[src/ctc_pkg.sv]
// Shared types and constants for the cell traversability cost pipeline.
package ctc_pkg;

    localparam int CFG_IDX_W  = 3;
    localparam int CFG_DATA_W = 40;

    localparam logic [CFG_IDX_W-1:0] CFG_MIN_HEADROOM   = 3'd0;
    localparam logic [CFG_IDX_W-1:0] CFG_SLOPE_LIMIT_SQ = 3'd1;
    localparam logic [CFG_IDX_W-1:0] CFG_SLOPE_GAIN     = 3'd2;
    localparam logic [CFG_IDX_W-1:0] CFG_MAX_STEP       = 3'd3;
    localparam logic [CFG_IDX_W-1:0] CFG_STEP_GAIN      = 3'd4;
    localparam logic [CFG_IDX_W-1:0] CFG_BARRIER_COST   = 3'd5;

    localparam logic [15:0] RST_MIN_HEADROOM   = 16'd1000;
    localparam logic [39:0] RST_SLOPE_LIMIT_SQ = 40'd10000;
    localparam logic [31:0] RST_SLOPE_GAIN     = 32'd0;
    localparam logic [15:0] RST_MAX_STEP       = 16'd0;
    localparam logic [31:0] RST_STEP_GAIN      = 32'd0;
    localparam logic [15:0] RST_BARRIER_COST   = 16'd12800;

    localparam logic [15:0] COST_MAX = 16'hFFFF;

    typedef struct packed {
        logic [15:0] min_headroom;
        logic [39:0] slope_limit_sq;
        logic [31:0] slope_gain;
        logic [15:0] max_step;
        logic [31:0] step_gain;
        logic [15:0] barrier_cost;
    } ctc_cfg_t;

    // squared differences per neighbor plus step data
    typedef struct packed {
        logic [3:0][63:0] sq;
        logic [16:0]      delta;     // largest step, clipped at 2^16
        logic             step_en;   // centre ground valid and some neighbor valid
        logic             border;
        logic             head_bar;
    } ctc_sq_t;

    typedef struct packed {
        logic [39:0] s;
        logic        slope_ok;
        logic        step_ok;
        logic        head_bar;
        logic [15:0] delta;
    } ctc_sum_t;

endpackage

[src/ctc_if.sv]


interface ctc_out_if;
    logic        valid;
    logic        ready;
    logic [15:0] cost;
    logic        is_barrier;

    modport source (output valid, cost, is_barrier, input ready);
    modport sink (input valid, cost, is_barrier, output ready);
endinterface

[src/ctc_cost.sv]
// Stages 5-6: gain products, saturation to Q8.8 and the output register.
module ctc_cost (
    input  logic              clk,
    input  logic              rst_n,
    input  logic              sum_valid,
    output logic              sum_ready,
    input  ctc_pkg::ctc_sum_t sum_data,
    input  logic [31:0]       slope_gain,
    input  logic [31:0]       step_gain,
    input  logic [15:0]       barrier_cost,
    ctc_out_if.source         cost_out
);
    import ctc_pkg::*;

    logic        s5_en;
    logic        s6_en;

    logic        s5_valid_reg;
    logic [63:0] s5_plo_reg;
    logic [39:0] s5_phi_reg;
    logic [47:0] s5_pstep_reg;
    logic        s5_slope_ok_reg;
    logic        s5_step_ok_reg;
    logic        s5_bar_reg;

    logic [40:0] slope_wide;
    logic [15:0] slope_cost;
    logic [15:0] step_cost;
    logic [15:0] cost_next;
    logic        bar_next;

    logic        out_valid_reg;
    logic [15:0] out_cost_reg;
    logic        out_bar_reg;

    assign s6_en     = !out_valid_reg || cost_out.ready;
    assign s5_en     = !s5_valid_reg || s6_en;
    assign sum_ready = s5_en;

    // (s * gain) >> 32 with s below 2^40, split into a low and a high product
    always_comb
    begin
        slope_wide = {1'b0, s5_phi_reg} + 41'(s5_plo_reg[63:32]);
        slope_cost = (|slope_wide[40:16]) ? COST_MAX : slope_wide[15:0];
        step_cost  = (|s5_pstep_reg[47:32]) ? COST_MAX : s5_pstep_reg[31:16];
        if (s5_bar_reg)
        begin
            cost_next = barrier_cost;
            bar_next  = 1'b1;
        end
        else if (s5_slope_ok_reg)
        begin
            cost_next = slope_cost;
            bar_next  = 1'b0;
        end
        else if (s5_step_ok_reg)
        begin
            cost_next = step_cost;
            bar_next  = 1'b0;
        end
        else
        begin
            cost_next = barrier_cost;
            bar_next  = 1'b1;
        end
    end

    always_ff @(posedge clk or negedge rst_n)
    begin
        if (!rst_n)
        begin
            s5_valid_reg  <= 1'b0;
            out_valid_reg <= 1'b0;
        end
        else
        begin
            if (s5_en)
                s5_valid_reg <= sum_valid;
            if (s6_en)
                out_valid_reg <= s5_valid_reg;
        end
    end

    always_ff @(posedge clk)
    begin
        if (s5_en)
        begin
            s5_plo_reg      <= sum_data.s[31:0] * slope_gain;
            s5_phi_reg      <= sum_data.s[39:32] * slope_gain;
            s5_pstep_reg    <= sum_data.delta * step_gain;
            s5_slope_ok_reg <= sum_data.slope_ok;
            s5_step_ok_reg  <= sum_data.step_ok;
            s5_bar_reg      <= sum_data.head_bar;
        end
        if (s6_en)
        begin
            out_cost_reg <= cost_next;
            out_bar_reg  <= bar_next;
        end
    end

    assign cost_out.valid      = out_valid_reg;
    assign cost_out.cost       = out_cost_reg;
    assign cost_out.is_barrier = out_bar_reg;

endmodule

[src/flat_wrapper.sv]
// flat-port wrapper written by rule: the top's interface ports become plain ports
module ctc_cost_flat import ctc_pkg::*;
  (clk, rst_n, sum_valid, sum_ready, sum_data, slope_gain, step_gain, barrier_cost, cost_out_valid, cost_out_cost, cost_out_is_barrier, cost_out_ready);
  ctc_out_if cost_out_i ();
  input  logic clk;
  input  logic rst_n;
  input  logic sum_valid;
  output logic sum_ready;
  input  ctc_pkg::ctc_sum_t sum_data;
  input  logic [31:0] slope_gain;
  input  logic [31:0] step_gain;
  input  logic [15:0] barrier_cost;
  output wire logic [$bits(cost_out_i.valid)-1:0] cost_out_valid;
  output wire logic [$bits(cost_out_i.cost)-1:0] cost_out_cost;
  output wire logic [$bits(cost_out_i.is_barrier)-1:0] cost_out_is_barrier;
  input wire logic [$bits(cost_out_i.ready)-1:0] cost_out_ready;
  assign cost_out_valid = cost_out_i.valid;
  assign cost_out_cost = cost_out_i.cost;
  assign cost_out_is_barrier = cost_out_i.is_barrier;
  assign cost_out_i.ready = cost_out_ready;
  ctc_cost u_core (.clk(clk), .rst_n(rst_n), .sum_valid(sum_valid), .sum_ready(sum_ready), .sum_data(sum_data), .slope_gain(slope_gain), .step_gain(step_gain), .barrier_cost(barrier_cost), .cost_out(cost_out_i));
endmodule
[config.mk]
export PLATFORM = sky130hd
export DESIGN_NAME = ctc_cost_flat
export DESIGN_NICKNAME = d
export VERILOG_FILES = /design/src/ctc_pkg.sv /design/src/ctc_if.sv /design/src/ctc_cost.sv /design/src/flat_wrapper.sv
export SDC_FILE = /design/constraint.sdc
export NUM_CORES = 2
export LEC_CHECK = 0
export ABC_AREA = 1
export ABC_CLOCK_PERIOD_IN_PS = 7200
export BUFFER_PORTS_ARGS = -buffer_cell sky130_fd_sc_hd__buf_2
export CORE_MARGIN = 1
export CORE_UTILIZATION = 60
export CTS_CLUSTER_DIAMETER = 200
export DETAILED_ROUTE_END_ITERATION = 8
export PLACE_DENSITY = 0.77
export SLEW_MARGIN = 15
export SYNTH_ARGS = -nofsm -noshare
export SYNTH_HDL_FRONTEND = slang
export SYNTH_SLANG_ARGS = --single-unit
[constraint.sdc]
create_clock -name clk -period 7.2 [get_ports clk]
set_clock_uncertainty 0.15 [all_clocks]
set_input_delay 0.72 -clock clk [delete_from_list [all_inputs] [get_ports clk]]
set_output_delay 0.72 -clock clk [all_outputs]
set_load 0.02 [all_outputs]
Yosys cells after proc, flatten, opt, wreduce, memory -nomap -nowiden --
Index checks and enable logic that the tools add are counted.
Storage, ports and cells: flip-flop bits (word level) 174, logic and storage cells 27, bits of input ports 143
Cells by class: add/subtract/negate cells 1, reduce and logical (&&, ||, !) cells 6, multiply operators 3, mux-type cells 7
Operators with widths (number):
- two-way mux 16 bit | 5
- multiplier 32 x 32 -> 64 bit | 1
- multiplier 16 x 32 -> 48 bit | 1
- adder 40 x 32 -> 41 bit | 1
- multiplier 8 x 32 -> 40 bit | 1
- OR reduction 25 bit | 1
- OR reduction 16 bit | 1
- logical NOT 1 bit | 2
- logical OR 1 bit | 2
- two-way mux 1 bit | 2

Depth between registers and ports, before layout --
word-level depth 5, mapped depth 31, depth with buffers taken out 30

Least setup slack after synthesis --
Ideal clock, no wire load.
kind in2reg, from input sum_data[31] (netlist name), to register u_core.s5_plo_reg[61] (data pin), buffers on the path 1, stages 26, data required time 6798 ps, setup slack 185 ps, library setup time 252 ps, data arrival time 6613 ps, cell sequence clkbuf_1 -> nand2_1 -> inv_1 -> fa_1 -> fa_1 -> fa_1 -> inv_1 -> fa_1 -> inv_1 -> fa_1 -> inv_1 -> fa_1 -> inv_1 -> fa_1 -> inv_1 -> fa_1 -> inv_1 -> ha_1 -> nand2_1 -> nor2_1 -> nand2_1 -> o311ai_0 -> a21o_1 -> nand3b_1 -> nand3_1 -> nand2_1
On the way: word-level cells in the longest chain between the ends 1
RTL lines:
- from (decl) | RTL line flat_wrapper.sv:9 | input ctc_pkg::ctc_sum_t sum_data;
- multiplier 32 x 32 -> 64 bit | RTL line ctc_cost.sv:88 | s5_plo_reg <= sum_data.s[31:0] * slope_gain;
- to (signal assigned) | RTL line ctc_cost.sv:88
- to (decl) | RTL line ctc_cost.sv:19 | logic [63:0] s5_plo_reg;
No other way between the ends. A chain may end at the register's enable or synchronous reset.

Final worst setup path --
from input sum_data[24] (netlist name), to register u_core.s5_plo_reg[57] (data pin)
Same word-level chain as after synthesis.

==> out/results.ini <==
[clocking]
cts_buffers=17
cts_max_level=4
clk_latency_ns=0.46
cts.sinks=126
max-clock-path-buffers=2
clk_pin_slew_ns=0.07
clock-root-buffer=clkbuf_16
cts_tree=built

[layout]
utilization=0.671
area_delta_synth_final_pct=10.9
final_nets=11100
multiInputGateArea_um2=51300
drive_gt1_frac=0.0944
largest_reg_flops=40
seq_area_um2=3770
nFillCells=8919

[worst_setup_path]
cp_max_fo=12
worstSetupEndpointType=flip-flop
reg2reg_slack_ns=3.67
r2r-end=u_core.cost_out.cost[15]
startpoint=sum_data[24]
path_buf_inv=8
reg2reg_from=u_core.s5_plo_reg[32]
worst_setup_path_start_kind=input pin
endpoint=u_core.s5_plo_reg[57]
worstPathRequired_ns=7.27
crit_type=in2reg
critical_path.top_delay_family=adder cells
slowest_stage=fa_1
r2r_cells=19
cp_slowest_stage_delay_ns=0.51
cp.arrival_ns=7.13
crit_cells=27

[global_route]
grt_pass1_wl_um=303000
overflow=0
gr-usage-all-layers=0.344
grt_pass1_vias=59100
grt_start_max_net_pins=62
antenna_found_initial=10

[logic_synthesis]
syn_area_per_cell_um2=7.66
syn_area_um2=66000
synth_warnings=0
synth_area_leaders=fa_1 (45%), inv_1 (15%), nand2_1 (13%)
synth_edf_count=124
syn_inst=8611
yosysMostFrequentCell=inv_1
yosysSeqAreaShare=0.0572
syn-num-nets=10700
synthArstFlopShare=0.0159
synth.distinct_cells=52
yosys.area.top_type=fa_1
ys.flop_type=edfxtp_1
yosys-top-cells-count=inv_1 (2637), nand2_1 (2370), fa_1 (1493)
netlist.area_leader.share=0.453
ys_seq_elements=126

[detailed_routing]
routed_wl_um=185000
ant_nets=0
wl_per_cell_um=17.9
num_vias=55700
drt_iter0_drc=4672
drc=0
viasPerCell=5.36
dr.pass1.iters=6

[status]
status=finished, final reports clean

[die]
die_w_um=334
io_pins=162
core-area_um2=109000
rows=121
die_h_um=334
initial_core_util=0.605
dieArea_um2=111000

[sta]
worstMarginPinSlew_ns=0.894
fin_ws_ns=0.145
fin_setup_tns_ns=0
setup_viol=0
period_minus_slack_ns=7.05
finalCritPeriodShare=0.980
hold_viol=0
rsz0062_at_grt=true
slew_viol_final=0
max_freq_mhz=142
maxSlewHeadroom=0.404

[job]
maxCapViolCount=0

[placed_design]
place_ws_ns=-0.596
gp_congestion=0.980
post-dp-hpwl_um=160000
port_buffers=161

[worst_hold_path]
worstHoldPathType=in2reg

[how the worst min path moves through the flow]
stage                       startpoint                     end  slack [ns]  depth (start not counted)
after floorplan                  rst_n   u_core.cost_out.valid        0.27                          0
after global placement           rst_n   u_core.cost_out.valid        0.35                          1
after detailed placement         rst_n   u_core.cost_out.valid        0.36                          1
after CTS                 sum_data[18]  u_core.s5_slope_ok_reg        0.28                          1
after global routing      sum_data[18]  u_core.s5_slope_ok_reg        0.29                          1
final                     sum_data[18]  u_core.s5_slope_ok_reg        0.29                          1
[cells in the final DEF (no fill, tap or decap), types with 31 or more instances in the layout]
| cell | instances |
|---|---|
| xor2_1 | 70 |
| nand4_1 | 45 |
| a21oi_1 | 248 |
| inv_1 | 2633 |
| buf_12 | 67 |
| edfxtp_1 | 124 |
| nand3_1 | 87 |
| fa_1 | 1488 |
| buf_4 | 461 |
| nand2_1 | 2364 |
| ha_1 | 455 |
| nor2_1 | 273 |
| nor3_1 | 31 |
| o21ai_0 | 134 |
| xnor2_1 | 34 |
| buf_2 | 136 |
[kinds of logic after synthesis]
family | share of synthesized area
simple gates | 0.172
compound gates | 0.0437
fa+ha+maj | 0.542
xor+xnor | 0.0138
flops | 0.0572
buf+inv | 0.172
[metrics by stage]
stage | hold WS, ns | cell area, µm² | instances
final | 0.292 | 73200 | 10400
after global routing | 0.287 | 73200 | 10400
after detailed placement | 0.357 | 71900 | 10300
after CTS | 0.278 | 72500 | 10400
after floorplan | 0.274 | 66000 | 8611
after global placement | 0.355 | 71900 | 10300
[per-layer routing]
layer / up-vias / track usage / share of wire
met5: - / 0 / 0.00040
met4: 12 / 0.0999 / 0.030
met3: 420 / 0.0617 / 0.10
met2: 2704 / 0.560 / 0.47
met1: 27400 / 0.473 / 0.40
li1: 25100 / - / -
[final cells by class]
type,count,area share
diodes,3,0.000103
clock buffers,17,0.00581
clock inverters,15,0.00236
inverters,2642,0.136
multi-input cells,5475,0.701
flip-flops and latches,126,0.0516
well taps,1414,0.0242
repair buffers,691,0.0797
[worst reg2reg max path, delay by kind of cell, from the launching register on]
| kind | cells | cell delay (ns) |
|---|---|---|
| and+or+nand+nor | 14 | 1.73 |
| buffers and inverters | 2 | 0.17 |
| adders and majority gates | 2 | 0.59 |
| AOI/OAI and AO/OA | 1 | 0.22 |
| DFF | 1 | 0.44 |
[what timing repair did]
item	4_1_cts	5_1_grt
hold buffers	1	0
pin swaps	0	27
cloned	0	5
resized for setup	4	141
endpoints found under the hold margin	2	0
setup endpoints to repair	11	32
buffers inserted	0	2
Power is not shown: default switching activity piles up to over one toggle a cycle in this logic, so the estimate is an artifact.
