--- config.mk ---
export PLATFORM = sky130hd
export DESIGN_NAME = ctc_slope
export DESIGN_NICKNAME = d
export VERILOG_FILES = /design/src/ctc_pkg.sv /design/src/ctc_slope.sv
export SDC_FILE = /design/constraint.sdc
export NUM_CORES = 1
export LEC_CHECK = 0
export BUFFER_PORTS_ARGS = -buffer_cell sky130_fd_sc_hd__buf_4
export CORE_MARGIN = 2
export CORE_UTILIZATION = 50
export CTS_BUF_LIST = sky130_fd_sc_hd__clkbuf_2
export DETAILED_ROUTE_END_ITERATION = 7
export PLACE_DENSITY = 0.72
export SLEW_MARGIN = 30
export SYNTH_ARGS = -nofsm -noshare
export SYNTH_HDL_FRONTEND = slang
export SYNTH_SLANG_ARGS = --single-unit
--- constraint.sdc ---
create_clock -name clk -period 5.8 [get_ports clk]
set_clock_uncertainty 0.05 [all_clocks]
set_input_delay 0.87 -clock clk [delete_from_list [all_inputs] [get_ports clk]]
set_output_delay 0.87 -clock clk [all_outputs]
set_load 0.02 [all_outputs]
--- src/ctc_pkg.sv ---
// Shared types and constants for the cell traversability cost pipeline.
package ctc_pkg;

    localparam int CFG_IDX_W  = 3;
    localparam int CFG_DATA_W = 40;

    localparam logic [CFG_IDX_W-1:0] CFG_MIN_HEADROOM   = 3'd0;
    localparam logic [CFG_IDX_W-1:0] CFG_SLOPE_LIMIT_SQ = 3'd1;
    localparam logic [CFG_IDX_W-1:0] CFG_SLOPE_GAIN     = 3'd2;
    localparam logic [CFG_IDX_W-1:0] CFG_MAX_STEP       = 3'd3;
    localparam logic [CFG_IDX_W-1:0] CFG_STEP_GAIN      = 3'd4;
    localparam logic [CFG_IDX_W-1:0] CFG_BARRIER_COST   = 3'd5;

    localparam logic [15:0] RST_MIN_HEADROOM   = 16'd1000;
    localparam logic [39:0] RST_SLOPE_LIMIT_SQ = 40'd10000;
    localparam logic [31:0] RST_SLOPE_GAIN     = 32'd0;
    localparam logic [15:0] RST_MAX_STEP       = 16'd0;
    localparam logic [31:0] RST_STEP_GAIN      = 32'd0;
    localparam logic [15:0] RST_BARRIER_COST   = 16'd12800;

    localparam logic [15:0] COST_MAX = 16'hFFFF;

    typedef struct packed {
        logic [15:0] min_headroom;
        logic [39:0] slope_limit_sq;
        logic [31:0] slope_gain;
        logic [15:0] max_step;
        logic [31:0] step_gain;
        logic [15:0] barrier_cost;
    } ctc_cfg_t;

    // squared differences per neighbor plus step data
    typedef struct packed {
        logic [3:0][63:0] sq;
        logic [16:0]      delta;     // largest step, clipped at 2^16
        logic             step_en;   // centre ground valid and some neighbor valid
        logic             border;
        logic             head_bar;
    } ctc_sq_t;

    typedef struct packed {
        logic [39:0] s;
        logic        slope_ok;
        logic        step_ok;
        logic        head_bar;
        logic [15:0] delta;
    } ctc_sum_t;

endpackage

--- src/ctc_slope.sv ---
// Stages 3-4: per-axis maxima, saturating sum and slope / step limit tests.
module ctc_slope (
    input  logic              clk,
    input  logic              rst_n,
    input  logic              sq_valid,
    output logic              sq_ready,
    input  ctc_pkg::ctc_sq_t  sq_data,
    input  logic [39:0]       slope_limit_sq,
    input  logic [15:0]       max_step,
    output logic              sum_valid,
    input  logic              sum_ready,
    output ctc_pkg::ctc_sum_t sum_data
);
    import ctc_pkg::*;

    logic        s3_en;
    logic        s4_en;
    logic [63:0] dx_next;
    logic [63:0] dy_next;
    logic        step_ok_next;

    logic        s3_valid_reg;
    logic [63:0] s3_dx_reg;
    logic [63:0] s3_dy_reg;
    logic        s3_step_ok_reg;
    logic        s3_bar_reg;
    logic [15:0] s3_delta_reg;

    logic [64:0] sum_wide;
    logic [63:0] s_sat;
    ctc_sum_t    sum_next;
    logic        sum_valid_reg;
    ctc_sum_t    sum_data_reg;

    assign s4_en    = !sum_valid_reg || sum_ready;
    assign s3_en    = !s3_valid_reg || s4_en;
    assign sq_ready = s3_en;

    always_comb
    begin
        if (sq_data.border)
        begin
            dx_next = '0;
            dy_next = '0;
        end
        else
        begin
            dx_next = (sq_data.sq[0] > sq_data.sq[1]) ? sq_data.sq[0] : sq_data.sq[1];
            dy_next = (sq_data.sq[2] > sq_data.sq[3]) ? sq_data.sq[2] : sq_data.sq[3];
        end
        step_ok_next = sq_data.step_en && (max_step != 16'd0)
                    && (sq_data.delta != 17'd0)
                    && (sq_data.delta <= {1'b0, max_step});
    end

    always_comb
    begin
        sum_wide          = {1'b0, s3_dx_reg} + {1'b0, s3_dy_reg};
        s_sat             = sum_wide[64] ? '1 : sum_wide[63:0];
        sum_next.s        = s_sat[39:0];
        sum_next.slope_ok = s_sat <= 64'(slope_limit_sq);
        sum_next.step_ok  = s3_step_ok_reg;
        sum_next.head_bar = s3_bar_reg;
        sum_next.delta    = s3_delta_reg;
    end

    always_ff @(posedge clk or negedge rst_n)
    begin
        if (!rst_n)
        begin
            s3_valid_reg  <= 1'b0;
            sum_valid_reg <= 1'b0;
        end
        else
        begin
            if (s3_en)
                s3_valid_reg <= sq_valid;
            if (s4_en)
                sum_valid_reg <= s3_valid_reg;
        end
    end

    always_ff @(posedge clk)
    begin
        if (s3_en)
        begin
            s3_dx_reg      <= dx_next;
            s3_dy_reg      <= dy_next;
            s3_step_ok_reg <= step_ok_next;
            s3_bar_reg     <= sq_data.head_bar;
            s3_delta_reg   <= sq_data.delta[15:0];
        end
        if (s4_en)
            sum_data_reg <= sum_next;
    end

    assign sum_valid = sum_valid_reg;
    assign sum_data  = sum_data_reg;

endmodule

== Yosys cells after proc, flatten, opt, wreduce, memory -nomap -nowiden ==
Cells that the tools add are included.

* Reduce and logical (&&, ||, !) cells: 9
* Add/sub/neg operators: 1
* Order comparisons: 4
* Mux-type cells: 3

{| class="wikitable"
|+ Operators with widths
! operator !! number
|-
| two-way mux 64 bit || 3
|-
| > comparator 64 bit || 2
|-
| adder 64 x 64 -> 65 bit || 1
|-
| less-or-equal comparator 64 x 40 -> 1 bit || 1
|-
| less-or-equal comparator 17 x 16 -> 1 bit || 1
|-
| nonzero test 17 bit || 1
|-
| nonzero test 16 bit || 1
|-
| logical AND 1 bit || 3
|-
| logical NOT 1 bit || 2
|-
| logical OR 1 bit || 2
|}

* Register bits after elaboration: 207
* Output and inout port bits: 61
* Word-level logic and storage cells: 29
* Input port bits: 336

== Logic depth before layout (Yosys ltp) ==
Gate-level depths: netlist of run 1.

* Depth after elaboration: 4
* Depth in mapped cells: 23
* Mapped depth without buffers: 23

== Worst setup path before layout of run 1 ==
No wires, ideal clock.

* Kind: in2reg
* Start: input sum_ready
* End: register s3_bar_reg, enable pin
* Cell stages on the path: 1
* Buffers on the path: 0
* Data arrival time: 4.276 ns
* Required time: 4.104 ns
* Library setup time: 1.646 ns
* Slack: -0.172 ns
* Cell sequence: nand3b_1

* Word-level cells in the longest chain between the ends: 2

{| class="wikitable"
|+ Ends and longest elaborated chain
! element !! line !! source
|-
| from (decl) || ctc_slope.sv:11 || <nowiki>input logic sum_ready,</nowiki>
|-
| logical OR 1 bit || ctc_slope.sv:35 || <nowiki>assign s4_en = !sum_valid_reg || sum_ready;</nowiki>
|-
| logical OR 1 bit || ctc_slope.sv:36 || <nowiki>assign s3_en = !s3_valid_reg || s4_en;</nowiki>
|-
| to (signal assigned) || ctc_slope.sv:90 || <nowiki>s3_bar_reg <= sq_data.head_bar;</nowiki>
|-
| to (decl) || ctc_slope.sv:26 || <nowiki>logic s3_bar_reg;</nowiki>
|}

No other way between the ends.
A chain may end at the register's enable or synchronous reset.

==> impl_metrics.py, run 1 <==
metrics = {
    "cts": {
        "cts_buffer_depth": 3,
        "cts_tree": "done",
        "htree_levels": 2,
        "clock_sinks": 207,
        "cts_buffers": 54,
        "insertion_delay_ns": 0.86,
        "root_buffer": "clkbuf_2",
        "clk_pin_slew_ns": 0.09,
    },
    "cells_and_area": {
        "area_growth_pct": 21.93,
        "drive_above_1_share": 0.2286,
        "nets": 2900,
        "finalNonFillerCells": 2821,
        "fin_area_um2": 21970,
    },
    "power_and_ir_drop": {
        "power.density_nw_per_um2": 256.7,
        "ir_worst_vdd_mv": 0.1927,
        "p_leak_nw": 10.71,
        "finalPower_mw": 5.640,
    },
    "worst_setup_path": {
        "start_kind": "flop",
        "worst_setup_path_end_kind": "flop",
        "criticalPathCategory": "flop to flop",
        "worstPathMaxFanout": 20,
        "worst_ep_arrival_time_ns": 6.04,
        "worstPathRequired_ns": 6.46,
    },
    "drt": {
        "drt_iter0_markers": 1076,
        "avgRoutedWirePerCell_um": 18.84,
        "via_count": 15675,
        "drc": 0,
        "antenna_left": 0,
        "routed_wirelength_mm": 53.16,
        "vias_per_cell": 5.557,
        "drtPass1Iterations": 6,
    },
    "floorplan": {
        "io_pins": 397,
        "rows": 69,
        "start_util": 0.5066,
        "coreArea_um2": 35570,
        "die_width_um": 193.8,
        "die_height_um": 193.8,
        "fp.dieArea_um2": 37570,
    },
    "yosys": {
        "ys_warn_count": 0,
        "ys_types": 80,
        "yosys-top-cells-count": "ha_1, edfxtp_1, inv_1",
        "netlist.area_leader.share": 0.3416,
        "avgSynthCellArea_um2": 9.439,
        "seq_area_frac_synth": 0.3444,
        "yosysMostFrequentCell": "ha_1",
        "synthArstFlopShare": 0.009662,
        "synth.largest_area_cell": "edfxtp_1",
        "synth_ff_type": "edfxtp_1",
        "synth_edf_count": 205,
        "ys_ff_latch": 207,
        "synth_area_um2": 18020,
        "synth_cells": 1909,
        "synth_nets": 2494,
        "synth_area_leaders": "edfxtp_1, ha_1, mux2i_1",
    },
    "place": {
        "dp.cells": 2717,
        "routabilityCongestion": 0.9322,
        "portBuffers": 396,
        "place_area_um2": 21320,
        "dp_hpwl_mm": 44.28,
    },
    "hold_path": {
        "hp-class": "input pin to flop",
    },
    "sta": {
        "finalCritPeriodShare": 0.9274,
        "tightest_slew_ns": 0.8429,
        "setup_viol": 0,
        "hold_viol_final": 0,
        "slew_violations": 0,
        "period_minus_slack_ns": 5.379,
        "fmax_mhz": 185.9,
        "setup_tns_ns": 0,
        "maxSlewHeadroom": 0.4381,
        "rsz0062_at_grt": "false",
        "holdWs_ns": 0.1430,
    },
    "grt": {
        "grt_pass1_wl_mm": 82.71,
        "grt_max_degree": 144,
        "grt_overflow_total": 0,
        "track_usage": 0.2740,
        "grt_pass1_vias": 15336,
        "antenna_found_initial": 2,
    },
    "run_status": {
        "status": "finished, final reports clean",
    },
    "run": {
        "drv_cap": 0,
    },
}
## cell usage in the layout (no fill, tap or decap), types with 78 or more instances in the layout
| master | instances |
|---|---|
| a21oi_1 | 134 |
| buf_4 | 415 |
| clkbuf_2 | 78 |
| edfxtp_1 | 205 |
| ha_1 | 247 |
| inv_1 | 204 |
| mux2i_1 | 133 |
| nand2_1 | 123 |
| nand2b_1 | 138 |
| nor2_1 | 126 |
## area by class of cell
class,count,area (um^2)
Antenna cell,2,5.005
Clock buffer,78,390.4
Clock inverter,21,162.7
Fill cell,3142,13600
Inverter,204,765.7
Multi-Input combinational cell,1426,10630
Sequential cell,207,6206
Tap cell,461,576.8
Timing Repair Buffer,422,3233
## repair_timing
action	in CTS	in global routing
endpoints found under the setup margin	1	1
cloned	0	1
hold buffers	1	0
setup buffers	0	1
gates resized for setup	1	10
pin swaps	0	4
hold endpoints to repair	2	0
## path summary, 6_finish.rpt
kind	cells after the start	slack, ns	from	end
worst max register to register	22	0.42	s3_dx_reg[0]	sum_data[18]
min in group asynchronous	2	0.29	rst_n	s3_valid_reg
worst max-delay path	22	0.42	s3_dx_reg[0]	sum_data[18]
worst min-delay path	1	0.14	sq_data[0]	s3_bar_reg
worst min register to register	0	0.37	s3_bar_reg	sum_data[16]
max in group asynchronous	2	5.31	rst_n	sum_valid
## metal layers
metal,vias to the layer above,wire (um),global-route usage
met2,579,23930,0.4340
met1,7280,24430,0.3895
met3,56,3922,0.05027
li1,7760,-,-
met4,0,871,0.06510
met5,-,0,0
## critical path, stage by stage, from the launching register on
cell and delay (ns):
edfxtp_1 0.39, ha_1 0.25, fa_2 0.38, a211oi_2 0.25, o21ai_2 0.12, o21ai_2 0.22
a211oi_2 0.12, or4b_4 0.54, a21boi_2 0.15, or2_4 0.18, buf_12 0.16, nand2_1 0.09
ha_1 0.30, and4_1 0.22, nor4b_1 0.16, a21boi_0 0.13, o31a_1 0.27, or4_1 0.54
a21oi_2 0.17, nand4_1 0.12, nor4_2 0.17, nand4_1 0.12, nor2_1 0.10
## power by group
part | internal, mW | switching, mW | leakage [nW]
Combinational | 1.04 | 1.44 | 8.12
Sequential | 1.95 | 0.104 | 2.19
Clock | 0.497 | 0.609 | 0.404
## cell families (layout without fill, tap and decap cells)
family	after synthesis	in the layout	synth area share
simple gates	584	584	0.1694
compound gates	411	411	0.1458
buf+inv	276	725	0.06930
fa+ha+maj	249	249	0.1733
flops	207	207	0.3444
mux	134	134	0.07451
xor+xnor	48	48	0.02333
other cells	0	2	0
## stage by stage
stage               utilization  setup WS [ns]
floorplan                     -        -0.1719
global placement         0.5993         0.1734
detailed placement       0.5994      -0.008042
CTS                      0.6154      0.0005160
global route             0.6177        0.06685
finish                   0.6177         0.4213
Power figures use the tool's default switching activity.
==> run 2: changes to the inputs <==
--- a/config.mk
+++ b/config.mk
@@ -10,7 +10,7 @@
 export CORE_UTILIZATION = 50
 export CTS_BUF_LIST = sky130_fd_sc_hd__clkbuf_2
 export DETAILED_ROUTE_END_ITERATION = 7
-export PLACE_DENSITY = 0.72
+export PLACE_DENSITY_LB_ADDON = 0.12
 export SLEW_MARGIN = 30
 export SYNTH_ARGS = -nofsm -noshare
 export SYNTH_HDL_FRONTEND = slang
==> impl_metrics.py, run 2 (same netlist as run 1, synthesis figures left out) <==
metrics = {
    "run_status": {
        "status": "finished, final reports clean",
    },
    "cells_and_area": {
        "area_growth_pct": 21.44,
        "fillCellCount": 3145,
        "final_common_cell": "buf_4",
        "post-route-util": 0.6152,
        "multi_input_comb_area_um2": 10620,
        "drive_above_1_share": 0.2269,
        "layout_common_cells": "buf_4, ha_1, edfxtp_1",
        "finalNonFillerCells": 2812,
        "regArea_um2": 6206,
        "nets": 2895,
    },
    "worst_setup_path": {
        "reg2reg_slack_ns": 0.31,
        "cpLargestDelayFamily": "simple AND/OR/NAND/NOR gates",
        "criticalPathCategory": "flop to flop",
        "worst_ep_arrival_time_ns": 6.14,
        "start_kind": "flop",
        "worstPathMaxFanout": 20,
        "critical_path.max_stage_delay_ns": 0.59,
        "slowest_stage": "or4_1",
        "worstPathRequired_ns": 6.45,
        "critPathBufInv": 1,
        "r2r_start": "s3_dx_reg[0]",
        "r2r_cells": 21,
        "worst_setup_path_end_kind": "flop",
        "startpoint": "s3_dx_reg[0]",
        "path_cells": "ha_1, fa_2, a211oi_2, o21ai_2, o21ai_2, a211oi_2, or4b_4, a21boi_1, or2_4, buf_12, o21ai_0, ha_1, and4_1, a221oi_2, o211ai_1, or4_1, a21oi_1, nand4_1, nor4_2, nand4_1, nor2_1",
        "timing.rr.end": "sum_data[18]",
    },
    "hold_path": {
        "hold_end": "s3_bar_reg",
        "hp-start": "sq_data[0]",
        "hold-path-cell-count": 1,
        "hp-class": "input pin to flop",
    },
    "sta": {
        "finalCritPeriodShare": 0.9466,
        "layout_setup_ws_ns": 0.3098,
        "slew_violations": 0,
        "maxSlewHeadroom": 0.3951,
        "fmax_mhz": 182.1,
        "tightest_slew_ns": 0.9074,
        "period_minus_slack_ns": 5.490,
        "hold_viol_final": 0,
        "setup_viol": 0,
    },
    "grt": {
        "grt_overflow_total": 0,
        "antenna_found_initial": 3,
        "grt_max_degree": 160,
        "grt_pass1_vias": 15323,
        "grt_pass1_wl_mm": 82.50,
        "track_usage": 0.2758,
    },
    "power_and_ir_drop": {
        "p_leak_nw": 10.67,
        "power.density_nw_per_um2": 253.9,
        "ir_worst_vdd_mv": 0.2207,
        "finalPower_mw": 5.557,
    },
    "drt": {
        "drt_iter0_markers": 1151,
        "drc": 0,
        "routed_wirelength_mm": 52.62,
        "vias_per_cell": 5.578,
        "drtPass1Iterations": 5,
        "antenna_left": 0,
        "avgRoutedWirePerCell_um": 18.71,
        "via_count": 15685,
    },
    "floorplan": {
        "io_pins": 397,
        "fp.dieArea_um2": 37570,
        "rows": 69,
        "coreArea_um2": 35570,
        "die_width_um": 193.8,
        "die_height_um": 193.8,
        "start_util": 0.5066,
    },
    "place": {
        "routabilityCongestion": 0.9262,
        "dp_hpwl_mm": 43.79,
        "dp.cells": 2714,
        "dpl_worst_slack_ns": 0.01002,
        "portBuffers": 396,
    },
    "cts": {
        "cts_buffers": 52,
        "insertion_delay_ns": 0.89,
        "root_buffer": "clkbuf_2",
        "cts_tree": "done",
        "cts_buffer_depth": 3,
        "htree_levels": 2,
        "clk_pin_slew_ns": 0.10,
        "clock_sinks": 207,
    },
    "run": {
        "drv_cap": 0,
    },
}
[run 2: stage by stage]
stage          area [um^2]  hold slack (ns)  setup TNS, ns
2_1_floorplan        18020           0.3503         -25.10
3_3_place_gp         21300           0.3510              0
3_5_place_dp         21300           0.3552              0
4_1_cts              21820          0.04828              0
5_1_grt              21880          0.07565       -0.02077
6_report             21880           0.1228              0
[run 2: power breakdown]
group / total (mW) / switching (mW) / internal (mW)
registers: 2.05 / 0.0991 / 1.95
logic: 2.48 / 1.45 / 1.03
clock network: 1.03 / 0.592 / 0.440
[run 2: layer usage]
| layer | global-route usage | wire (um) | vias up |
|---|---|---|---|
| li1 | - | - | 7741 |
| met1 | 0.4016 | 24510 | 7280 |
| met2 | 0.4201 | 22820 | 583 |
| met3 | 0.05462 | 4171 | 81 |
| met4 | 0.07043 | 1120 | 0 |
| met5 | 0 | 0 | - |
[run 2: worst reg2reg max path: stages (launching register included)]
cell and delay (ns):
edfxtp_1 0.38, ha_1 0.26, fa_2 0.39, a211oi_2 0.25, o21ai_2 0.12, o21ai_2 0.18
a211oi_2 0.12, or4b_4 0.54, a21boi_1 0.19, or2_4 0.20, buf_12 0.16, o21ai_0 0.14
ha_1 0.29, and4_1 0.21, a221oi_2 0.34, o211ai_1 0.13, or4_1 0.59, a21oi_1 0.20
nand4_1 0.13, nor4_2 0.23, nand4_1 0.11, nor2_1 0.10
[run 2: worst max-delay path by stage]
stage                     slack, ns      endpoint  cells past startpoint
after floorplan               -0.17    s3_bar_reg                      1
after global placement         0.17  sum_data[18]                     22
after detailed placement       0.01  sum_data[18]                     22
after CTS                      0.05  sum_data[18]                     22
after global routing          -0.02  sum_data[18]                     22
final                          0.31  sum_data[18]                     21
[run 2: cell type report]
| class | count | share of cell area |
|---|---|---|
| diodes | 2 | 0.0002287 |
| clock buffers | 75 | 0.01715 |
| well taps | 461 | 0.02636 |
| repair buffers | 419 | 0.1465 |
| flip-flops and latches | 207 | 0.2836 |
| clock inverters | 18 | 0.005947 |
| inverters | 204 | 0.03499 |
| multi-input cells | 1426 | 0.4852 |
[run 2: what timing repair did]
item	in CTS	in global routing
setup buffers	0	1
endpoints found under the setup margin	1	1
endpoints found under the hold margin	2	0
pin swaps	0	2
gates cloned	0	1
gates resized for setup	2	5
hold buffers	1	0
