--- config.mk ---
export PLATFORM = sky130hd
export DESIGN_NAME = ctc_diff_flat
export DESIGN_NICKNAME = d
export VERILOG_FILES = /design/src/ctc_pkg.sv /design/src/ctc_if.sv /design/src/ctc_diff.sv /design/src/flat_wrapper.sv
export SDC_FILE = /design/constraint.sdc
export NUM_CORES = 2
export LEC_CHECK = 0
export BUFFER_PORTS_ARGS = -buffer_cell sky130_fd_sc_hd__buf_2
export CORE_ASPECT_RATIO = 1.4
export CORE_MARGIN = 2
export CORE_UTILIZATION = 25
export CTS_CLUSTER_SIZE = 8
export DETAILED_ROUTE_END_ITERATION = 10
export MAX_ROUTING_LAYER = met4
export PLACE_DENSITY = 0.5
export SLEW_MARGIN = 25
export SYNTH_ARGS = -nofsm -noshare
export SYNTH_HDL_FRONTEND = slang
export SYNTH_SLANG_ARGS = --single-unit
--- constraint.sdc ---
create_clock -name clk -period 26.5 [get_ports clk]
set_clock_uncertainty 0.05 [all_clocks]
set_input_delay 2.65 -clock clk [delete_from_list [all_inputs] [get_ports clk]]
set_output_delay 2.65 -clock clk [all_outputs]
set_load 0.1 [all_outputs]
--- src/ctc_pkg.sv ---
// Shared types and constants for the cell traversability cost pipeline.
package ctc_pkg;

    localparam int CFG_IDX_W  = 3;
    localparam int CFG_DATA_W = 40;

    localparam logic [CFG_IDX_W-1:0] CFG_MIN_HEADROOM   = 3'd0;
    localparam logic [CFG_IDX_W-1:0] CFG_SLOPE_LIMIT_SQ = 3'd1;
    localparam logic [CFG_IDX_W-1:0] CFG_SLOPE_GAIN     = 3'd2;
    localparam logic [CFG_IDX_W-1:0] CFG_MAX_STEP       = 3'd3;
    localparam logic [CFG_IDX_W-1:0] CFG_STEP_GAIN      = 3'd4;
    localparam logic [CFG_IDX_W-1:0] CFG_BARRIER_COST   = 3'd5;

    localparam logic [15:0] RST_MIN_HEADROOM   = 16'd1000;
    localparam logic [39:0] RST_SLOPE_LIMIT_SQ = 40'd10000;
    localparam logic [31:0] RST_SLOPE_GAIN     = 32'd0;
    localparam logic [15:0] RST_MAX_STEP       = 16'd0;
    localparam logic [31:0] RST_STEP_GAIN      = 32'd0;
    localparam logic [15:0] RST_BARRIER_COST   = 16'd12800;

    localparam logic [15:0] COST_MAX = 16'hFFFF;

    typedef struct packed {
        logic [15:0] min_headroom;
        logic [39:0] slope_limit_sq;
        logic [31:0] slope_gain;
        logic [15:0] max_step;
        logic [31:0] step_gain;
        logic [15:0] barrier_cost;
    } ctc_cfg_t;

    // squared differences per neighbor plus step data
    typedef struct packed {
        logic [3:0][63:0] sq;
        logic [16:0]      delta;     // largest step, clipped at 2^16
        logic             step_en;   // centre ground valid and some neighbor valid
        logic             border;
        logic             head_bar;
    } ctc_sq_t;

    typedef struct packed {
        logic [39:0] s;
        logic        slope_ok;
        logic        step_ok;
        logic        head_bar;
        logic [15:0] delta;
    } ctc_sum_t;

endpackage

--- src/ctc_if.sv ---
// Valid/ready channel interfaces for cell beats and cost beats.
interface ctc_in_if #(parameter int HEIGHT_BITS = 20);
    logic                          valid;
    logic                          ready;
    logic signed [HEIGHT_BITS-1:0] ground_height;
    logic                          ground_valid;
    logic signed [HEIGHT_BITS-1:0] ceiling_height;
    logic                          ceiling_valid;
    logic signed [HEIGHT_BITS-1:0] west_height;
    logic signed [HEIGHT_BITS-1:0] east_height;
    logic signed [HEIGHT_BITS-1:0] south_height;
    logic signed [HEIGHT_BITS-1:0] north_height;
    logic [3:0]                    neighbour_mask;
    logic                          on_border;

    modport source (
        output valid, ground_height, ground_valid, ceiling_height, ceiling_valid,
               west_height, east_height, south_height, north_height,
               neighbour_mask, on_border,
        input  ready
    );
    modport sink (
        input  valid, ground_height, ground_valid, ceiling_height, ceiling_valid,
               west_height, east_height, south_height, north_height,
               neighbour_mask, on_border,
        output ready
    );
endinterface


--- src/ctc_diff.sv ---
// Stages 1-2: headroom test, neighbor differences, squares and largest step.
module ctc_diff #(
    parameter int HEIGHT_BITS = 20
) (
    input  logic             clk,
    input  logic             rst_n,
    ctc_in_if.sink           cell_in,
    input  logic [15:0]      min_headroom,
    output logic             sq_valid,
    input  logic             sq_ready,
    output ctc_pkg::ctc_sq_t sq_data
);
    import ctc_pkg::*;

    localparam int HB  = HEIGHT_BITS;
    localparam int HW  = ((HB + 1) > 17) ? (HB + 2) : 18;
    localparam int DXW = (HB > 17) ? HB : 17;

    logic signed [HB-1:0] nb [4];
    logic signed [HB:0]   diff [4];
    logic [HB-1:0]        abs_next [4];
    logic signed [HW-1:0] ground_x;
    logic signed [HW-1:0] ceil_x;
    logic signed [HW-1:0] room;
    logic signed [HW-1:0] min_x;
    logic                 bar_next;

    logic                 s1_en;
    logic                 s2_en;
    logic                 s1_valid_reg;
    logic [HB-1:0]        s1_abs_reg [4];
    logic [3:0]           s1_mask_reg;
    logic                 s1_gv_reg;
    logic                 s1_border_reg;
    logic                 s1_bar_reg;

    logic [2*HB-1:0]      prod [4];
    logic [HB-1:0]        dmax;
    logic [DXW-1:0]       dwide;
    ctc_sq_t              sq_next;
    logic                 sq_valid_reg;
    ctc_sq_t              sq_data_reg;

    assign s2_en         = !sq_valid_reg || sq_ready;
    assign s1_en         = !s1_valid_reg || s2_en;
    assign cell_in.ready = s1_en;

    // stage 1: differences to the centre and headroom
    always_comb
    begin
        nb[0] = cell_in.west_height;
        nb[1] = cell_in.east_height;
        nb[2] = cell_in.south_height;
        nb[3] = cell_in.north_height;
        for (int k = 0; k < 4; k++)
        begin
            diff[k] = {nb[k][HB-1], nb[k]}
                    - {cell_in.ground_height[HB-1], cell_in.ground_height};
            abs_next[k] = diff[k][HB] ? HB'(-diff[k]) : diff[k][HB-1:0];
        end
        ground_x = {{(HW-HB){cell_in.ground_height[HB-1]}}, cell_in.ground_height};
        ceil_x   = {{(HW-HB){cell_in.ceiling_height[HB-1]}}, cell_in.ceiling_height};
        room     = ceil_x - ground_x;
        min_x    = HW'(min_headroom);
        bar_next = cell_in.ground_valid && cell_in.ceiling_valid && (room < min_x);
    end

    // stage 2: squares with validity rules, largest step over valid neighbors
    always_comb
    begin
        dmax = '0;
        for (int k = 0; k < 4; k++)
        begin
            prod[k] = s1_abs_reg[k] * s1_abs_reg[k];
            if (!s1_gv_reg && !s1_mask_reg[k])
                sq_next.sq[k] = '0;
            else if (s1_gv_reg != s1_mask_reg[k])
                sq_next.sq[k] = '1;
            else
                sq_next.sq[k] = 64'(prod[k]);
            if (s1_mask_reg[k] && (s1_abs_reg[k] > dmax))
                dmax = s1_abs_reg[k];
        end
        dwide           = DXW'(dmax);
        sq_next.delta   = (dwide > DXW'(17'h10000)) ? 17'h10000 : dwide[16:0];
        sq_next.step_en = s1_gv_reg && (|s1_mask_reg);
        sq_next.border  = s1_border_reg;
        sq_next.head_bar = s1_bar_reg;
    end

    always_ff @(posedge clk or negedge rst_n)
    begin
        if (!rst_n)
        begin
            s1_valid_reg <= 1'b0;
            sq_valid_reg <= 1'b0;
        end
        else
        begin
            if (s1_en)
                s1_valid_reg <= cell_in.valid;
            if (s2_en)
                sq_valid_reg <= s1_valid_reg;
        end
    end

    always_ff @(posedge clk)
    begin
        if (s1_en)
        begin
            s1_abs_reg    <= abs_next;
            s1_mask_reg   <= cell_in.neighbour_mask;
            s1_gv_reg     <= cell_in.ground_valid;
            s1_border_reg <= cell_in.on_border;
            s1_bar_reg    <= bar_next;
        end
        if (s2_en)
            sq_data_reg <= sq_next;
    end

    assign sq_valid = sq_valid_reg;
    assign sq_data  = sq_data_reg;

endmodule

--- src/flat_wrapper.sv ---
// flat-port wrapper written by rule: the top's interface ports become plain ports
module ctc_diff_flat import ctc_pkg::*;
#(
    parameter int HEIGHT_BITS = 20
)
  (clk, rst_n, min_headroom, sq_valid, sq_ready, sq_data, cell_in_valid, cell_in_ground_height, cell_in_ground_valid, cell_in_ceiling_height, cell_in_ceiling_valid, cell_in_west_height, cell_in_east_height, cell_in_south_height, cell_in_north_height, cell_in_neighbour_mask, cell_in_on_border, cell_in_ready);
  ctc_in_if #(.HEIGHT_BITS(HEIGHT_BITS)) cell_in_i ();
  input  logic clk;
  input  logic rst_n;
  input  logic [15:0] min_headroom;
  output logic sq_valid;
  input  logic sq_ready;
  output ctc_pkg::ctc_sq_t sq_data;
  input wire logic [$bits(cell_in_i.valid)-1:0] cell_in_valid;
  input wire logic [$bits(cell_in_i.ground_height)-1:0] cell_in_ground_height;
  input wire logic [$bits(cell_in_i.ground_valid)-1:0] cell_in_ground_valid;
  input wire logic [$bits(cell_in_i.ceiling_height)-1:0] cell_in_ceiling_height;
  input wire logic [$bits(cell_in_i.ceiling_valid)-1:0] cell_in_ceiling_valid;
  input wire logic [$bits(cell_in_i.west_height)-1:0] cell_in_west_height;
  input wire logic [$bits(cell_in_i.east_height)-1:0] cell_in_east_height;
  input wire logic [$bits(cell_in_i.south_height)-1:0] cell_in_south_height;
  input wire logic [$bits(cell_in_i.north_height)-1:0] cell_in_north_height;
  input wire logic [$bits(cell_in_i.neighbour_mask)-1:0] cell_in_neighbour_mask;
  input wire logic [$bits(cell_in_i.on_border)-1:0] cell_in_on_border;
  output wire logic [$bits(cell_in_i.ready)-1:0] cell_in_ready;
  assign cell_in_i.valid = cell_in_valid;
  assign cell_in_i.ground_height = cell_in_ground_height;
  assign cell_in_i.ground_valid = cell_in_ground_valid;
  assign cell_in_i.ceiling_height = cell_in_ceiling_height;
  assign cell_in_i.ceiling_valid = cell_in_ceiling_valid;
  assign cell_in_i.west_height = cell_in_west_height;
  assign cell_in_i.east_height = cell_in_east_height;
  assign cell_in_i.south_height = cell_in_south_height;
  assign cell_in_i.north_height = cell_in_north_height;
  assign cell_in_i.neighbour_mask = cell_in_neighbour_mask;
  assign cell_in_i.on_border = cell_in_on_border;
  assign cell_in_ready = cell_in_i.ready;
  ctc_diff #(.HEIGHT_BITS(HEIGHT_BITS)) u_core (.clk(clk), .rst_n(rst_n), .cell_in(cell_in_i), .min_headroom(min_headroom), .sq_valid(sq_valid), .sq_ready(sq_ready), .sq_data(sq_data));
endmodule
Word-level counts from Yosys, hierarchy flattened --
Index checks and enable logic that the tools add are counted.
Cells by class: reductions and logical operators 21, equal/unequal tests 4, multipliers 4, add/sub/neg operators 9, magnitude comparators 6, mux-type cells 12
Operators by type and width (count):
- 2-to-1 mux 64 bit | 4
- multiplier 20 x 20 -> 40 bit | 4
- 2-to-1 mux 20 bit | 8
- subtractor 20 x 20 -> 21 bit | 5
- negator 20 bit | 4
- > comparator 20 bit | 3
- < comparator 22 x 17 -> 1 bit | 1
- > comparator 20 x 1 -> 1 bit, second input constant | 1
- > comparator 20 x 17 -> 1 bit, second input constant | 1
- logical AND 1 bit | 11
- zero test 1 bit | 7
- inequality test 1 bit | 4
- OR reduction 4 bit | 1
- logical OR 1 bit | 2
Storage, ports and cells: logic and storage cells 74, bits in registers 365, bits of input ports 147, output and inout bits 278

Logic depth before layout (Yosys ltp) --
depth after elaboration 13, depth in mapped cells 44, gate-level depth less buffers 36

Least setup slack after synthesis --
No wires, ideal clock.
kind reg2reg, from register u_core.s1_abs_reg[77] in the netlist's numbering, to register u_core.sq_data_reg (netlist bit u_core.sq_data[12]), data pin, stages on the path, launching flop included 43, data arrival time 8.261 ns, period minus slack after synthesis 8.583 ns, required time 26.178 ns, buffers on the path 9, setup time 0.272 ns, slack 17.917 ns, path through edfxtp_1 > clkbuf_1 > nor4_1 > nand4_1 > nor3_1 > nor2_1 > clkbuf_1 > nand2_1 > ha_1 > nand2_1 > or4_1 > a211o_1 > nand3_1 > nand2_1 > clkbuf_1 > clkbuf_1 > clkbuf_1 > o21ai_0 > [7 not listed] > a21oi_1 > o311ai_1 > o21ai_0 > clkbuf_1 > clkbuf_1 > o21ai_0 > ha_1 > nand4_1 > or2_2 > nor3_1 > o21ai_0 > o211ai_1 > o2bb2ai_1 > clkbuf_1 > nor3_1 > a211oi_2 > clkbuf_1 > a211oi_1
On the way: cells in the longest elaborated chain, start to end 13
Ends and longest elaborated chain:
- start: declaration | RTL line ctc_diff.sv:31 | logic [HB-1:0] s1_abs_reg [4];
- start signal: assignment | RTL line ctc_diff.sv:111 | s1_abs_reg <= abs_next;
- > comparator 20 x 1 -> 1 bit | RTL line ctc_diff.sv:81 | if (s1_mask_reg[k] && (s1_abs_reg[k] > dmax))
- logical AND 1 bit | RTL line ctc_diff.sv:81
- 2-to-1 mux 20 bit (*) | RTL line ctc_diff.sv:81
- > comparator 20 bit | RTL line ctc_diff.sv:81
- logical AND 1 bit | RTL line ctc_diff.sv:81
- 2-to-1 mux 20 bit (*) | RTL line ctc_diff.sv:81
- > comparator 20 bit | RTL line ctc_diff.sv:81
- logical AND 1 bit | RTL line ctc_diff.sv:81
- 2-to-1 mux 20 bit (*) | RTL line ctc_diff.sv:81
- > comparator 20 bit | RTL line ctc_diff.sv:81
- logical AND 1 bit | RTL line ctc_diff.sv:81
- 2-to-1 mux 20 bit (*) | RTL line ctc_diff.sv:81
- > comparator 20 x 17 -> 1 bit | RTL line ctc_diff.sv:85 | sq_next.delta = (dwide > DXW'(17'h10000)) ? 17'h10000 : dwide[16:0];
- end signal: assignment | RTL line ctc_diff.sv:118 | sq_data_reg <= sq_next;
- end: declaration | RTL line ctc_diff.sv:42 | ctc_sq_t sq_data_reg;
Every way passes the cells marked *; elsewhere a longest branch is shown, timed or not. A chain may end at the register's enable or synchronous reset.

Final worst setup path --
from register u_core.s1_abs_reg[64] in the netlist's numbering, to register u_core.sq_data_reg (netlist bit u_core.sq_data[5]), data pin
The elaborated chain is that of the path after synthesis.

==> summary.md <==
| Metric | Value |
|---|---|
| Status | `finished clean` |
| CTS Hold Bufs | `0` |
| Total wire length | `223.6 mm` |
| Synth Warn # | `0` |
| Post-synth EDFFs | `267` |
| Setup crit start kind | `flip-flop` |
| Die H | `606.0 um` |
| Post-Layout Cell Count | `10.72k` |
| Clock root cell | `clkbuf_16` |
| Routed WL per cell | `20.86 um` |
| Max reg flops | `180` |
| Placed inst area | `70290 um2` |
| Critical Path RT | `26800 ps` |
| Initial core utilization | `25.05%` |
| Critical path class | `reg2reg` |
| Post-synth top flop | `edfxtp_1` |
| Synth Area in Simple Gates | `11.80%` |
| Initial antenna violation count | `36` |
| Post-CTS setup buffers | `0` |
| Syn Inst Count | `6986` |
| Largest net degree at the start of global routing | `57` |
| CTS tree | `done` |
| Async set-reset flop share out of synthesis | `0.7435%` |
| Syn_area_per_cell | `9.263 um2` |
| GRT Util Overall | `17.67%` |
| Tcrit/Tclk final | `40.00%` |
| Die Area | `263000 um2` |
| Count of different cell masters after synthesis | `87` |
| Achievable frequency | `94.35 MHz` |
| Slew Limit Fails | `0` |
| Global-route wire length before repair | `335.8 mm` |
| Synth-to-layout area growth | `10.57%` |
| Vias in the first global route | `54.34k` |
| CP bufs+invs | `3` |
| Post-CTS sizing | `0` |
| Synth Area in XOR/XNOR | `4.155%` |
| Detailed Route Iter0 Violations | `2331` |
| Longest Clk Path Bufs | `3` |
| Routed Antenna Nets | `0` |
| Final hold violation count | `0` |
| Clk sinks | `269` |
| Top cell type's share of synthesized area | `34.80%` |
| RSZ-0062 raised after global routing | `no` |
| Setup-failing EPs final | `0` |
| Drt drc | `0` |
| Delay-heaviest family, CP | `simple AND/OR/NAND/NOR gates` |
| DR pass1 iterations | `5` |
| Setup TNS | `0 ps` |
| Synth area leaders | `fa_1, ha_1, edfxtp_1, inv_1, nand2_1` |
| Core area | `258300 um2` |
| Register area share after synthesis | `12.47%` |
| Routed via count | `49.27k` |
| CP arrival | `10900 ps` |
| Mapped cell area | `64710 um2` |
| GPL Wtd Cong | `0.9222` |
| DP HPWL | `184.7 mm` |
| Layout cells sized above 1 | `8.754%` |
| Layout Nets | `9260` |
| Worst-path clk slew | `70 ps` |
| Skew-Pair Late Insertion Delay | `710 ps` |
| Synth Area in Adders | `49.60%` |
| H-tree level count | `2` |
| Minimum clock period | `10600 ps` |
| Yosys top cell by area | `fa_1` |
| Hold Path Class | `reg2reg` |
| # rows | `221` |
| Critical Path Sink Type | `flip-flop` |
| Port buffer count | `424` |
| Total CTS buffers | `43` |
| Rel. slew slack | `27.25%` |
| Mux cell area share after synthesis | `0.2030%` |
| DIE WIDTH | `434.0 um` |
| IO Pins | `425` |
| Max incr delay on CP | `920 ps` |
| Finished Core Util | `27.70%` |
| Max cap viols | `0` |
| Design Area, Final | `71550 um2` |
| Complex-gate fraction of the synthesized area | `10.23%` |
| Slew @ Worst Pin | `1077 ps` |
| Routed vias/inst | `4.597` |
| Overflow after GRT | `0` |
| Crit-path max FO | `41` |
| Synthesized flop and latch total | `269` |
| Largest family of logic cells by synthesized area | `adder cells` |
| Placed cells | `10.63k` |
| Slowest cell on the critical path | `edfxtp_1` |
| Syn_nets | `9023` |
## cell usage in the layout, fill, tap and decap left out, types with 44 or more instances in the layout
cell          n
inv_1      1564
fa_1       1125
ha_1        762
nand2_1     489
buf_2       425
nor2_1      416
a21oi_1     361
edfxtp_1    267
and2_1      252
xnor2_1     183
o21ai_0     149
a21o_1      127
xor2_1      124
buf_4        89
nor3_1       71
nand3_1      68
a211oi_1     51
o211ai_1     47
nor2b_1      44
clkbuf_16    44
## per-layer routing
metal / global-route usage (%) / part of all wire (%) / up-vias
li1: - / - / 22630
met1: 19.46 / 39 / 25000
met2: 30.96 / 51 / 1235
met3: 2.992 / 5.4 / 396
met4: 8.131 / 5.5 / 0
met5: - / 0 / -
## through the flow
| step | setup WS [ps] | hold slack, ps |
|---|---|---|
| global placement | 15300 | 350.9 |
| global route | 15020 | 368.3 |
| floorplan | 17920 | 350.3 |
| finish | 15900 | 366.4 |
| detailed placement | 15470 | 355.2 |
| CTS | 15480 | 368.4 |
## layout make-up
class                           instances  area, um2
Fill cell                           27780     186700
Multi-Input combinational cell       4823      49210
Sequential cell                       269       8068
Inverter                             1572       5901
Tap cell                             3456       4324
Timing Repair Buffer                  514       2795
Clock buffer                           54       1139
Clock inverter                         10      66.31
Antenna cell                           20      50.05
## kinds of logic (layout without fill, tap and decap cells)
kind of cell	after synthesis	in the layout
compound gates	1024	1024
xor+xnor	307	307
fa+ha+maj	1890	1890
buf+inv	1894	2150
flops	269	269
mux	12	12
other cells	0	20
simple gates	1590	1590
## cells in the mapped netlist, types with 33 or more instances
cell type  instances
clkbuf_1         212
nand2b_1          43
o21ai_0          150
nor2b_1           44
a211oi_1          51
inv_1           1564
a21oi_1          361
o21bai_1          33
a21o_1           127
nor4_1            35
o211ai_1          47
nor2_1           416
ha_1             765
o21a_1            36
xnor2_1          183
nand4_1           43
xor2_1           124
a31oi_1           41
nor3_1            71
nand2_1          490
and2_1           252
fa_1            1125
edfxtp_1         267
nand3_1           68
buf_4             96
## final timing paths
| path | slack, ps | start | depth (start not counted) | endpoint |
|---|---|---|---|---|
| worst max-delay path | 15900 | u_core.s1_abs_reg[64]$_DFFE_PP_ | 36 | u_core.sq_data[5]$_SDFFCE_PN0P_ |
| min in group asynchronous | 1700 | rst_n | 1 | u_core.s1_valid_reg$_DFFE_PN0P_ |
| worst min-delay path | 370 | u_core.s1_border_reg$_DFFE_PP_ | 0 | u_core.sq_data[1]$_DFFE_PP_ |
| worst max register to register | 15900 | u_core.s1_abs_reg[64]$_DFFE_PP_ | 36 | u_core.sq_data[5]$_SDFFCE_PN0P_ |
| worst min register to register | 370 | u_core.s1_border_reg$_DFFE_PP_ | 0 | u_core.sq_data[1]$_DFFE_PP_ |
| max in group asynchronous | 24600 | rst_n | 1 | u_core.sq_valid$_DFFE_PN0P_ |
Power is left out: the tool's default activity adds up to more than one toggle a clock period on the data nets, which glitch-free logic cannot reach.
